File: src/design/bda_pkg.sv
// Shared types and constants for the button debounce / auto-repeat block.
// No dependencies; every other design file refers to it by scoped names.
`timescale 1ns / 1ps
`default_nettype none
package bda_pkg;

	localparam int TIME_W    = 32;
	localparam int DEB_W     = 8;
	localparam int HOLD_W    = 8;
	localparam int LVL_W     = 4;
	localparam int CFG_IDX_W = 2;
	localparam int CFG_DAT_W = 8;

	localparam logic [DEB_W-1:0]  DEB_RESET   = 8'd5;
	localparam logic [HOLD_W-1:0] HOLD_RESET  = 8'd15;
	localparam logic [LVL_W-1:0]  MAXLV_RESET = 4'd15;
	localparam logic [LVL_W-1:0]  LEVEL_RESET = 4'd1;
	localparam logic [HOLD_W-1:0] HOLD_TOP    = 8'hFF;

	typedef enum logic [CFG_IDX_W-1:0] {
		CFG_DEBOUNCE  = 2'd0,
		CFG_HOLD      = 2'd1,
		CFG_MAX_LEVEL = 2'd2
	} cfg_idx_t;

	// per-button events for one poll
	typedef struct packed {
		logic rise;   // settled rise to high, arming rise included
		logic press;  // settled rise on an armed button
		logic hold;   // settled low poll that feeds the hold counter
	} lane_ev_t;

endpackage
`default_nettype wire

File: src/design/bda_lane.sv
// One button lane: raw edge timestamp, debounce compare, stable level and arming.
// Depends on bda_pkg for widths and the lane event struct.
`timescale 1ns / 1ps
`default_nettype none
module bda_lane (
	input  wire logic                            clk,
	input  wire logic                            arst_n,
	input  wire logic                            adv,
	input  wire logic                            raw,
	input  wire logic [bda_pkg::TIME_W-1:0]      now_ms,
	input  wire logic [bda_pkg::DEB_W-1:0]       debounce_ms,
	output bda_pkg::lane_ev_t                    ev
);

	logic                         prev_q;
	logic                         stable_q;
	logic                         armed_q;
	logic [bda_pkg::TIME_W-1:0]   change_q;
	logic [bda_pkg::TIME_W-1:0]   elapsed;
	logic                         settled;

	assign elapsed = now_ms - change_q;
	assign settled = (raw == prev_q) &&
		(elapsed > {{(bda_pkg::TIME_W-bda_pkg::DEB_W){1'b0}}, debounce_ms});

	always_comb begin
		ev.rise  = settled && raw && !stable_q;
		ev.press = settled && raw && !stable_q && armed_q;
		ev.hold  = settled && !raw && !stable_q;
	end

	always_ff @(posedge clk or negedge arst_n) begin
		if (!arst_n) begin
			prev_q   <= 1'b0;
			stable_q <= 1'b0;
			armed_q  <= 1'b0;
			change_q <= '0;
		end else if (adv) begin
			prev_q <= raw;
			if (raw != prev_q) begin
				change_q <= now_ms;
			end
			if (settled && (raw != stable_q)) begin
				stable_q <= raw;
			end
			if (ev.rise) begin
				armed_q <= 1'b1;
			end
		end
	end

endmodule
`default_nettype wire

File: src/design/bda_repeat.sv
// Shared hold counter, repeat level and accel flag, walked over buttons in order.
// Depends on bda_pkg for widths, reset values and the lane event struct.
`timescale 1ns / 1ps
`default_nettype none
module bda_repeat #(
	parameter int NUM_BUTTONS = 4
) (
	input  wire logic                          clk,
	input  wire logic                          arst_n,
	input  wire logic                          adv,
	input  wire bda_pkg::lane_ev_t             ev [NUM_BUTTONS],
	input  wire logic [bda_pkg::HOLD_W-1:0]    hold_limit,
	input  wire logic [bda_pkg::LVL_W-1:0]     max_level,
	output logic [NUM_BUTTONS-1:0]             rep_flags,
	output logic                               rep_any,
	output logic                               accel_nxt,
	output logic [bda_pkg::LVL_W-1:0]          level_nxt
);

	logic [bda_pkg::HOLD_W-1:0] hold_q;
	logic [bda_pkg::LVL_W-1:0]  level_q;
	logic                       accel_q;
	logic [bda_pkg::HOLD_W-1:0] hold_nxt;
	logic [bda_pkg::LVL_W-1:0]  top;

	assign top = (max_level == '0) ? bda_pkg::LVL_W'(1) : max_level;

	always_comb begin
		logic [bda_pkg::HOLD_W-1:0] hc;
		logic [bda_pkg::LVL_W:0]    lv;
		hc        = hold_q;
		lv        = {1'b0, level_q};
		accel_nxt = accel_q;
		rep_flags = '0;
		for (int i = 0; i < NUM_BUTTONS; i++) begin
			if (ev[i].rise) begin
				hc = '0;
			end else if (ev[i].hold) begin
				if (hc != bda_pkg::HOLD_TOP) begin
					hc = hc + 1'b1;
				end
				if (hc > hold_limit) begin
					rep_flags[i] = 1'b1;
					hc           = '0;
					accel_nxt    = 1'b1;
					lv           = lv + 1'b1;
					if (lv > {1'b0, top}) begin
						lv = {1'b0, top};
					end
				end
			end
		end
		hold_nxt  = hc;
		level_nxt = lv[bda_pkg::LVL_W-1:0];
		rep_any   = |rep_flags;
	end

	always_ff @(posedge clk or negedge arst_n) begin
		if (!arst_n) begin
			hold_q  <= '0;
			level_q <= bda_pkg::LEVEL_RESET;
			accel_q <= 1'b0;
		end else if (adv) begin
			hold_q  <= hold_nxt;
			level_q <= level_nxt;
			accel_q <= accel_nxt;
		end
	end

endmodule
`default_nettype wire

File: src/design/button_debounce_autorepeat.sv
// Button debounce with press events and shared auto-repeat: top level.
// Depends on bda_pkg, bda_lane and bda_repeat.
//
// Usage:
//   Poll channel: in_valid / in_stall with now_ms and button_levels. One
//   beat is one poll of all buttons.
//   Result channel: out_valid / out_stall with press_flags, beep,
//   accel_active and speed_level, one result beat per poll beat.
//   Config channel: cfg_valid / cfg_ready with cfg_index and cfg_data;
//   cfg_ready is always high. Write only while no poll is in flight.
// Pipeline: input register, then result register, from poll beat to result
//   beat. Throughput: one poll per cycle while the result is not stalled;
//   the per-button debounce compares run in parallel and the shared hold
//   counter is walked through all buttons within the same cycle.
// Reset: all button history, the hold counter and accel clear, the repeat
//   level goes to one, registers take their default values.
// Stall: a stalled result holds; the input register keeps taking a poll
//   until both stages are full, then in_stall rises.
`timescale 1ns / 1ps
`default_nettype none
module button_debounce_autorepeat #(
	parameter int NUM_BUTTONS = 4
) (
	input  wire logic                              clk,
	input  wire logic                              arst_n,
	input  wire logic                              in_valid,
	output logic                                   in_stall,
	input  wire logic [bda_pkg::TIME_W-1:0]        now_ms,
	input  wire logic [NUM_BUTTONS-1:0]            button_levels,
	output logic                                   out_valid,
	input  wire logic                              out_stall,
	output logic [NUM_BUTTONS-1:0]                 press_flags,
	output logic                                   beep,
	output logic                                   accel_active,
	output logic [bda_pkg::LVL_W-1:0]              speed_level,
	input  wire logic                              cfg_valid,
	output logic                                   cfg_ready,
	input  wire logic [bda_pkg::CFG_IDX_W-1:0]     cfg_index,
	input  wire logic [bda_pkg::CFG_DAT_W-1:0]     cfg_data
);

	logic                          valid_s1;
	logic [bda_pkg::TIME_W-1:0]    now_s1;
	logic [NUM_BUTTONS-1:0]        levels_s1;
	logic                          adv;

	logic [bda_pkg::DEB_W-1:0]     debounce_q;
	logic [bda_pkg::HOLD_W-1:0]    hold_limit_q;
	logic [bda_pkg::LVL_W-1:0]     max_level_q;

	bda_pkg::lane_ev_t             ev [NUM_BUTTONS];
	logic [NUM_BUTTONS-1:0]        press_vec;
	logic [NUM_BUTTONS-1:0]        rise_vec;
	logic [NUM_BUTTONS-1:0]        rep_flags;
	logic                          rep_any;
	logic                          accel_nxt;
	logic [bda_pkg::LVL_W-1:0]     level_nxt;

	logic                          out_valid_q;
	logic [NUM_BUTTONS-1:0]        flags_q;
	logic                          beep_q;
	logic                          accel_q;
	logic [bda_pkg::LVL_W-1:0]     level_q;

	assign adv       = valid_s1 && (!out_valid_q || !out_stall);
	assign in_stall  = valid_s1 && out_valid_q && out_stall;
	assign cfg_ready = 1'b1;

	always_ff @(posedge clk or negedge arst_n) begin
		if (!arst_n) begin
			debounce_q   <= bda_pkg::DEB_RESET;
			hold_limit_q <= bda_pkg::HOLD_RESET;
			max_level_q  <= bda_pkg::MAXLV_RESET;
		end else if (cfg_valid && cfg_ready) begin
			case (bda_pkg::cfg_idx_t'(cfg_index))
				bda_pkg::CFG_DEBOUNCE: begin
					debounce_q <= cfg_data[bda_pkg::DEB_W-1:0];
				end
				bda_pkg::CFG_HOLD: begin
					hold_limit_q <= cfg_data[bda_pkg::HOLD_W-1:0];
				end
				bda_pkg::CFG_MAX_LEVEL: begin
					max_level_q <= cfg_data[bda_pkg::LVL_W-1:0];
				end
				default: begin
				end
			endcase
		end
	end

	always_ff @(posedge clk or negedge arst_n) begin
		if (!arst_n) begin
			valid_s1 <= 1'b0;
		end else if (!in_stall) begin
			valid_s1 <= in_valid;
		end
	end

	always_ff @(posedge clk) begin
		if (in_valid && !in_stall) begin
			now_s1    <= now_ms;
			levels_s1 <= button_levels;
		end
	end

	for (genvar g = 0; g < NUM_BUTTONS; g++) begin : g_lane
		bda_lane u_lane (
			.clk         (clk),
			.arst_n      (arst_n),
			.adv         (adv),
			.raw         (levels_s1[g]),
			.now_ms      (now_s1),
			.debounce_ms (debounce_q),
			.ev          (ev[g])
		);
		assign press_vec[g] = ev[g].press;
		assign rise_vec[g]  = ev[g].rise;
	end

	bda_repeat #(
		.NUM_BUTTONS (NUM_BUTTONS)
	) u_repeat (
		.clk        (clk),
		.arst_n     (arst_n),
		.adv        (adv),
		.ev         (ev),
		.hold_limit (hold_limit_q),
		.max_level  (max_level_q),
		.rep_flags  (rep_flags),
		.rep_any    (rep_any),
		.accel_nxt  (accel_nxt),
		.level_nxt  (level_nxt)
	);

	always_ff @(posedge clk or negedge arst_n) begin
		if (!arst_n) begin
			out_valid_q <= 1'b0;
		end else if (!out_valid_q || !out_stall) begin
			out_valid_q <= valid_s1;
		end
	end

	always_ff @(posedge clk) begin
		if (adv) begin
			flags_q <= press_vec | rep_flags;
			beep_q  <= (|rise_vec) || rep_any;
			accel_q <= accel_nxt;
			level_q <= level_nxt;
		end
	end

	assign out_valid    = out_valid_q;
	assign press_flags  = flags_q;
	assign beep         = beep_q;
	assign accel_active = accel_q;
	assign speed_level  = level_q;

endmodule
`default_nettype wire

File: config.mk
export PLATFORM = sky130hd
export DESIGN_NAME = button_debounce_autorepeat
export DESIGN_NICKNAME = d
export VERILOG_FILES = /design/src/design/bda_pkg.sv /design/src/design/bda_lane.sv /design/src/design/bda_repeat.sv /design/src/design/button_debounce_autorepeat.sv
export SDC_FILE = /design/constraint.sdc
export NUM_CORES = 1
export LEC_CHECK = 0
export BUFFER_PORTS_ARGS = -buffer_cell sky130_fd_sc_hd__clkbuf_2
export CAP_MARGIN = 5
export CORE_MARGIN = 4
export CORE_UTILIZATION = 60
export DETAILED_ROUTE_END_ITERATION = 10
export MAX_ROUTING_LAYER = met4
export PLACE_DENSITY_LB_ADDON = 0.2
export SLEW_MARGIN = 40
export SYNTH_ARGS = -nofsm -noshare
export SYNTH_HDL_FRONTEND = slang
export SYNTH_SLANG_ARGS = --single-unit
File: constraint.sdc
create_clock -name clk -period 17.2 [get_ports clk]
set_input_delay 2.58 -clock clk [delete_from_list [all_inputs] [get_ports clk]]
set_output_delay 2.58 -clock clk [all_outputs]
set_load 0.02 [all_outputs]
==> results.md, run 1 <==
Outcome:
- The flow ran to the end, and the final reports show no timing, DRC or antenna violations.

CTS:
- CTS saw 221 sinks.
- After clock tree synthesis, the clock-pin slew on the worst setup and hold paths is 0.07 ns.
- The clock latency on the worst-skew pair is 0.56 ns.
- No sink is reached through more buffers than the 3 on the longest clock path.
- The clock tree from TritonCTS is built.
- Buffers inserted to repair hold after CTS numbered 0.
- The total number of H-tree levels is 1.
- The clock buffer count from CTS is 26.
- The clock tree root driver cell is sky130_fd_sc_hd__clkbuf_16.

Layout:
- The repair_antennas step left the layout with diodes totalling 0.
- The fraction of final layout cells with drive strength greater than 1 is 0.150.
- The number of nets in the layout is 2,753.
- The non-filler instance count after layout is 2,961.
- The layout overhead on the synthesized area is 8.18%.
- The filler cells instantiated in the layout total 2,944.

Pwr:
- The total power density per cell area is 166 nW/um^2.
- VDD sags by at most 133 uV.
- The leakage power total is 10.2 nW.
- The design draws 3.77 mW.
- The relative contribution of combinational cells to total power is 0.636.
- Of the total power, the share spent switching nets is 0.471.
- The proportion of power drawn by the clock network is 0.152.
- The internal power summed over all cells is 1.99 mW.
- The net switching power figure is 1.78 mW.
- The share of total power dissipated in sequential elements is 0.211.

GRT:
- The overall global routing resource usage is 0.332.
- The first global-routing pass estimated 101 mm of wire.
- The met1 usage is 0.423.
- The via count of the first global-routing pass is 18,800.
- The number of antenna violations at the first check in global routing is 0.
- In the global route stage, met2 resource usage came out at 0.553.
- The global routing stage identified its most utilized layer as met2.
- In the global route stage, met3 resource usage came out at 0.0352.
- Global routing finished with a remaining overflow of 0.
- The pin count of the biggest net entering global routing is 115.

Setup path:
- The most numerous cell type found on the critical path is sky130_fd_sc_hd__o21ai_0.
- The startpoint identified for the worst register-to-register timing path is now_s1[1]$_DFFE_PP_.
- The slack of the worst reg-to-reg path is 1.42 ns.
- The arrival time of data at the critical path endpoint is 16.10 ns.
- The required arrival time at the worst endpoint is 17.51 ns.
- The largest individual stage delay along the critical path comes from the cell sky130_fd_sc_hd__edfxtp_1.
- STA classifies the critical path endpoint as a flop.
- The end of the worst register-to-register path is accel_active$_DFFE_PP_.
- On the worst path, the slowest cell contributes a delay of 0.60 ns.
- The startpoint kind of the worst setup timing path is a flop.
- The maximum fanout count along the critical path is 11.
- The classification of the worst setup path is flop to flop.
- The number of cells on the worst reg-to-reg path is 73.

Worst hold path:
- The sink of the worst hold path is g_lane[2].u_lane.armed_q$_DFFE_PN0P_.
- The launch point of the worst hold path is g_lane[2].u_lane.armed_q$_DFFE_PN0P_.
- The worst hold path belongs to the class flop to flop.
- The hold-critical path depth is 1.

Yosys:
- Of the synthesized area, sequential elements account for 0.274.
- The number of flops mapped to enable cells by yosys is 46.
- After synthesis, the share of flip-flops with an asynchronous set or reset is 0.792.
- The count of mapped cells out of synthesis is 2,444.
- In this run the cell area of the synthesized design comes to 21,000 sq um.
- The count of unique library cells instantiated by Yosys is 113.
- In this run, synthesis produced a sequential element count of 221.
- The number of warning messages in the yosys log is 0.
- The prevailing post-synth register cell is sky130_fd_sc_hd__dfrtp_1.
- The post-synth net total is 2,711.
- The per-instance average area after synthesis is 8.61 sq um.

Floorplanning:
- The total area inside the core boundary comes to 34,500 sq um.
- The die outline area is 38,100 sq um.
- For this configuration, the core starts out at a cell density of 0.609.
- The height of the die is 195 um.
- The number of cell rows is 68.
- The die is 195 um wide.
- Pin placement for this block handled 64 I/O pins.

Detailed routing:
- The number of routed nets with antenna violations is 0.
- The routed layout has 19,700 vias.
- The detailed router finished its first iteration with 2,014 violations.
- The routed length per instance is 21.6 um.
- In the routed design, unresolved DRC markers number 0.
- Summed over all layers, the routed wires come to 64.0 mm.
- Dividing the detail-routed via count by the number of cells gives 6.65.
- The first TritonRoute pass finished after 6 iterations.

Timing:
- In the finished design, the share of the clock period the worst path needs comes to 0.918.
- Clock skew on the completed layout was measured at 0.0250 ns.
- The headroom to the max-slew limit is 0.440.
- The final period demand of the worst path is 15.78 ns.
- For the pin with the worst max-slew slack, the measured transition is 0.831 ns.
- After routing, the total negative slack on setup checks comes to 0 ns.
- The count of endpoints failing hold in the final timing report was 0.
- Setup repair after global routing left no endpoint under its margin.
- The total setup violations reported at the end of the flow is 0.
- The number of max-slew violations in the final report is 0.
- Derived from the worst setup path, the maximum achievable clock frequency is 0.0634 GHz.

Job:
- Across the run, the number of max-cap violations was 0.

Place:
- The number of placed instances, taps included is 2,911.
- The congestion estimate from routability-driven global placement came to 1.03.
- The estimated wirelength of the detail-placed design is 48.9 mm.
- In this run the tool buffered the top-level ports with 62 buffer cells.
[sequential cells by signal (all words and copies together), names as in the netlist, 8 cells and up]
register / cells
hold_limit_q: 8
g_lane.u_lane.change_q: 128
u_repeat.hold_q: 8
debounce_q: 8
now_s1: 32
[cell usage in the layout, fill, tap and decap left out, types with 35 or more instances in the layout]
| master | Yosys | final |
|---|---|---|
| sky130_fd_sc_hd__buf_4 | 5 | 36 |
| sky130_fd_sc_hd__nand2b_1 | 49 | 49 |
| sky130_fd_sc_hd__nand2_1 | 176 | 175 |
| sky130_fd_sc_hd__mux2_2 | 146 | 146 |
| sky130_fd_sc_hd__nand4_1 | 51 | 51 |
| sky130_fd_sc_hd__a21oi_1 | 181 | 180 |
| sky130_fd_sc_hd__o21ai_0 | 128 | 128 |
| sky130_fd_sc_hd__nor3_1 | 51 | 50 |
| sky130_fd_sc_hd__nand3_1 | 62 | 62 |
| sky130_fd_sc_hd__o21a_1 | 39 | 39 |
| sky130_fd_sc_hd__edfxtp_1 | 46 | 46 |
| sky130_fd_sc_hd__inv_1 | 216 | 216 |
| sky130_fd_sc_hd__xnor2_1 | 44 | 44 |
| sky130_fd_sc_hd__dfrtp_1 | 164 | 164 |
| sky130_fd_sc_hd__clkbuf_2 | 0 | 61 |
| sky130_fd_sc_hd__nor2_1 | 146 | 146 |
| sky130_fd_sc_hd__and3_1 | 35 | 35 |
| sky130_fd_sc_hd__ha_1 | 212 | 212 |
| sky130_fd_sc_hd__a21o_1 | 49 | 49 |
[power by group through the flow]
| stage | logic (mW) | clock network, mW | registers (mW) |
|---|---|---|---|
| floorplan | 1.79 | 0 | 0.768 |
| global placement | 2.26 | 0 | 0.794 |
| detailed placement | 2.32 | 0 | 0.803 |
| CTS | 2.34 | 0.584 | 0.795 |
| global route | 2.64 | 0.608 | 0.813 |
| finish | 2.40 | 0.575 | 0.797 |
[metal layers]
| layer | up-vias | part of all wire |
|---|---|---|
| li1 | 9229 | - |
| met1 | 9446 | 0.42 |
| met2 | 845 | 0.48 |
| met3 | 184 | 0.060 |
| met4 | 0 | 0.045 |
| met5 | - | 0 |
[cell type report]
| cell class | count | area, sq um | share of cell area |
|---|---|---|---|
| sequential | 221 | 5770 | 0.254 |
| clock inverter | 16 | 175 | 0.00770 |
| timing repair buffer | 99 | 612 | 0.0269 |
| inverter | 216 | 811 | 0.0356 |
| tap | 455 | 569 | 0.0250 |
| multi-input combinational | 1922 | 14100 | 0.620 |
| clock buffer | 32 | 703 | 0.0309 |
[worst max path at each step]
| stage | start | endpoint | slack (ns) | cells after the start |
|---|---|---|---|---|
| global placement | now_s1[1]$_DFFE_PP_ | accel_active$_DFFE_PP_ | 1.53 | 71 |
| detailed placement | now_s1[1]$_DFFE_PP_ | accel_active$_DFFE_PP_ | 1.37 | 71 |
| finish | now_s1[1]$_DFFE_PP_ | accel_active$_DFFE_PP_ | 1.42 | 73 |
| floorplan | now_s1[1]$_DFFE_PP_ | accel_active$_DFFE_PP_ | 3.71 | 74 |
| CTS | now_s1[1]$_DFFE_PP_ | accel_active$_DFFE_PP_ | 1.29 | 71 |
| global route | now_s1[1]$_DFFE_PP_ | accel_active$_DFFE_PP_ | 0.09 | 73 |
[logic make-up after synthesis]
logic type	synth area share
buffers and inverters	0.0570
and+or+nand+nor	0.180
muxes	0.0886
xor gates and xnor gates	0.0283
AOI/OAI and AO/OA	0.241
adders and majority gates	0.130
other	0.000178
DFF	0.274
[synthesized netlist by cell type, types with 18 or more instances]
master / number / area (sq um)
sky130_fd_sc_hd__a211oi_1: 35 / 263
sky130_fd_sc_hd__a21o_1: 49 / 368
sky130_fd_sc_hd__a21oi_1: 181 / 906
sky130_fd_sc_hd__a31oi_1: 22 / 138
sky130_fd_sc_hd__and2_1: 21 / 131
sky130_fd_sc_hd__and3_1: 35 / 219
sky130_fd_sc_hd__clkbuf_1: 56 / 210
sky130_fd_sc_hd__dfrtp_1: 164 / 4100
sky130_fd_sc_hd__edfxtp_1: 46 / 1380
sky130_fd_sc_hd__ha_1: 212 / 2650
sky130_fd_sc_hd__inv_1: 216 / 811
sky130_fd_sc_hd__mux2_2: 146 / 1640
sky130_fd_sc_hd__mux2i_1: 22 / 220
sky130_fd_sc_hd__nand2_1: 176 / 661
sky130_fd_sc_hd__nand2b_1: 49 / 307
sky130_fd_sc_hd__nand3_1: 62 / 310
sky130_fd_sc_hd__nand4_1: 51 / 319
sky130_fd_sc_hd__nor2_1: 146 / 548
sky130_fd_sc_hd__nor2b_1: 28 / 175
sky130_fd_sc_hd__nor3_1: 51 / 255
sky130_fd_sc_hd__o211ai_1: 25 / 188
sky130_fd_sc_hd__o21a_1: 39 / 293
sky130_fd_sc_hd__o21ai_0: 128 / 641
sky130_fd_sc_hd__o21bai_1: 18 / 135
sky130_fd_sc_hd__or3_1: 19 / 119
sky130_fd_sc_hd__xnor2_1: 44 / 385
sky130_fd_sc_hd__xor2_1: 24 / 210
[critical path, delay by kind of cell (launching register included)]
family,cells,cell delay [ns]
and+or+nand+nor,37,8.32
AOI/OAI and AO/OA,20,3.13
adders and majority gates,8,2.24
buffers and inverters,5,0.80
DFF,1,0.60
muxes,2,0.33
xor gates and xnor gates,1,0.13
[per-stage QoR]
stage	utilization	instance area, sq um	hold WS [ns]	setup WS, ns
2_1_floorplan	-	21000	0.420	3.71
3_3_place_gp	0.631	21800	0.430	1.53
3_5_place_dp	0.632	21800	0.448	1.37
4_1_cts	0.657	22700	0.469	1.29
5_1_grt	0.659	22800	0.487	0.0876
6_report	0.659	22800	0.467	1.42
[timing repair]
| item | in CTS | in global routing |
|---|---|---|
| endpoints found under the setup margin | 0 | 1 |
| buffers inserted | 0 | 2 |
| resized for setup | 0 | 5 |
No activity file was read; power rests on OpenSTA's default activity.
==> inputs of run 2 (changes only) <==
--- a/config.mk
+++ b/config.mk
@@ -7,9 +7,11 @@
 export LEC_CHECK = 0
 export BUFFER_PORTS_ARGS = -buffer_cell sky130_fd_sc_hd__clkbuf_2
 export CAP_MARGIN = 5
+export CORE_ASPECT_RATIO = 0.8
 export CORE_MARGIN = 4
 export CORE_UTILIZATION = 60
 export DETAILED_ROUTE_END_ITERATION = 10
+export GPL_TIMING_DRIVEN = 0
 export MAX_ROUTING_LAYER = met4
 export PLACE_DENSITY_LB_ADDON = 0.2
 export SLEW_MARGIN = 40
==> results.md, run 2 (synthesized netlist as in run 1, its figures left out) <==
GRT:
- The number of antenna violations at the first check in global routing is 1.
- Global routing finished with a remaining overflow of 0.
- Entering global routing, the biggest net connects 69 pins.
- The via count of the first global-routing pass came to 19,000.
- Across every metal layer, demand over resource in global routing totals 0.352.
- The first global-routing pass estimated 105 mm of wire.

Detailed routing:
- The routed design has 66.7 mm of wire.
- The first-pass iteration count of the detailed router is 10.
- In the routed design, unresolved DRC markers number 0.
- The via density per instance is 6.63.
- The final route contains 20,200 vias.
- The violation count after the first detailed-routing iteration is 2,344.
- After detailed routing, the average wire length per cell comes to 22.0 um.
- The detail route stage leaves a number of antenna-violating nets equal to 0.

Floorplanning:
- The die covers 38,100 sq um.
- In this run the vertical extent of the chip is 175 um.
- The horizontal die dimension is 217 um.
- The initial core utilization is 0.607.
- The number of cell rows is 61.
- The core region is 34,700 sq um.
- 64 I/O pins were placed.

Timing:
- The count of endpoints failing hold in the final timing report came to 0.
- Static timing analysis puts the maximum clock frequency at 0.0615 GHz.
- The worst hold slack is 0.463 ns.
- Once routing completed, OpenROAD measured the worst setup slack at 0.931 ns.
- The headroom to the max-slew limit is 0.415.
- Setup total negative slack on the finished layout was measured at 0 ns.
- The post-route clock period utilization is 0.946.
- The number of max-slew violations in the final report is 0.
- Setup violations remaining at the end of the flow were counted as 0.
- The final period demand of the worst path is 16.27 ns.
- The maximum clock skew at final layout is 0.0314 ns.
- The slew at the pin with the worst max-slew slack is 0.866 ns.

CTS:
- The number of clock sinks seen by CTS is 221.
- The clock latency on the worst-skew pair is 0.57 ns.
- The clock buffer count from CTS is 25.
- The root buffer cell chosen for the clock tree is sky130_fd_sc_hd__clkbuf_16.
- In this run the number of H-tree levels came out at 1.
- The clock transition at the register clock pins on the worst setup and hold paths after CTS is 0.06 ns.
- The maximum buffer depth of the clock tree is 3.
- TritonCTS built the clock tree.

Setup path:
- The cell family with the largest share of critical-path delay is simple AND/OR/NAND/NOR gates.
- The cell that appears most often on the critical path is sky130_fd_sc_hd__o21ai_0.
- STA puts the critical path data arrival time at 16.57 ns.
- For this design, the slowest cell found on the critical path is sky130_fd_sc_hd__or4_4.
- The required arrival time at the worst endpoint is 17.50 ns.
- The maximum cell stage delay along the critical path is 0.56 ns.
- The startpoint kind of the worst setup timing path is a flop.
- Of all nets on the critical path, the largest fanout is 10.
- The worst setup path is captured at a flop.
- The slack of the worst reg-to-reg path is 0.93 ns.
- The critical path contains buffers and inverters numbering 7 combined.
- The worst setup path is of the flop to flop kind.

Place:
- The congestion estimate from routability-driven global placement came to 1.05.
- Input and output buffers added on the ports amount to 62.
- The worst slack after detailed placement is -0.468 ns.
- The wire-length estimate of the detail-placed layout is 51.3 mm.

Pwr:
- Power spread over the standard cell area amounts to 166 nW/um^2.
- The worst-case IR drop observed on VDD is 144 uV.
- The analysis attributes to cell leakage a power of 10.3 nW.

Outcome:
- The run finished with clean final reports.

Layout:
- Summing all flip-flop and latch instances after layout gives 5770 sq um.
- Compared with the post-synthesis result, the final layout area differs by 9.77%.
- The number of nets in the layout is 2,815.
- Of the cells placed in the final design, the portion with a size suffix greater than 1 is 0.153.
- In the final layout, the registers with the most flip-flops are g_lane.u_lane.change_q (128), now_s1 (32).
- The library cell used most frequently in the layout, excluding fill and tap cells, is sky130_fd_sc_hd__inv_1.
- Counting flops per register, the top entry is g_lane.u_lane.change_q.
- The area of the multi-input gates is 14,200 sq um.
- The count of fill cells added during filler insertion is 2,862.
- In the layout the commonest cells are sky130_fd_sc_hd__inv_1, sky130_fd_sc_hd__ha_1, sky130_fd_sc_hd__a21oi_1, sky130_fd_sc_hd__nand2_1, sky130_fd_sc_hd__dfrtp_1.
- The flip-flop count of the largest register, all copies and words added is 128.

Job:
- The number of maximum-capacitance violations is 0.

Worst hold path:
- The path category of the worst min-delay check is flop to flop.
run 2: final timing paths:
path	startpoint	endpoint	cells past startpoint
max	now_s1[1]$_DFFE_PP_	accel_active$_DFFE_PP_	73
min	u_repeat.accel_q$_DFFE_PN0P_	u_repeat.accel_q$_DFFE_PN0P_	1
max reg2reg	now_s1[1]$_DFFE_PP_	accel_active$_DFFE_PP_	73
min reg2reg	u_repeat.accel_q$_DFFE_PN0P_	u_repeat.accel_q$_DFFE_PN0P_	1
max in group asynchronous	arst_n	max_level_q[1]$_DFFE_PN1P_	2
min in group asynchronous	arst_n	g_lane[0].u_lane.change_q[25]$_DFFE_PN0P_	1
run 2: timing repair:
action / 4_1_cts / 5_1_grt
endpoints found under the setup margin: 6 / 20
hold buffers: 0 / 0
gates cloned: 0 / 0
gates resized for setup: 2 / 20
pin swaps: 0 / 3
setup buffers: 0 / 14
run 2: metal layers:
layer	share of wire	vias to the layer above	global-route usage
met4	0.027	0	0.0821
met5	0	-	-
li1	-	9335	-
met3	0.10	147	0.0662
met2	0.41	970	0.502
met1	0.46	9706	0.521
run 2: per-stage QoR:
step	utilization	std cells	cell area [sq um]	power, mW
after global placement	0.633	2978	21900	3.08
final	0.666	3040	23100	3.83
after floorplan	-	2444	21000	2.56
after global routing	0.666	3039	23100	4.12
after detailed placement	0.635	2980	22000	3.16
after CTS	0.660	3026	22900	3.74
run 2: layout make-up:
| cell class | count | area share |
|---|---|---|
| tap | 472 | 0.0256 |
| antenna | 1 | 0.000108 |
| multi-input combinational | 1922 | 0.615 |
| inverter | 216 | 0.0351 |
| buffer | 84 | 0.0167 |
| clock inverter | 19 | 0.00921 |
| clock buffer | 27 | 0.0279 |
| timing repair buffer | 78 | 0.0208 |
| sequential | 221 | 0.250 |
run 2: worst register-to-register path, delay by kind of cell, from the launching register on:
| family | cells | cell delay (ns) |
|---|---|---|
| and+or+nand+nor | 36 | 8.08 |
| AOI/OAI and AO/OA | 19 | 3.27 |
| adders and majority gates | 8 | 2.33 |
| buffers and inverters | 7 | 1.25 |
| DFF | 1 | 0.53 |
| muxes | 2 | 0.40 |
| xor gates and xnor gates | 1 | 0.14 |
run 2: where the power goes:
group          switching (mW)  total [mW]  internal (mW)
clock                   0.240       0.572          0.332
sequential              0.102       0.793          0.691
combinational            1.49        2.47          0.978
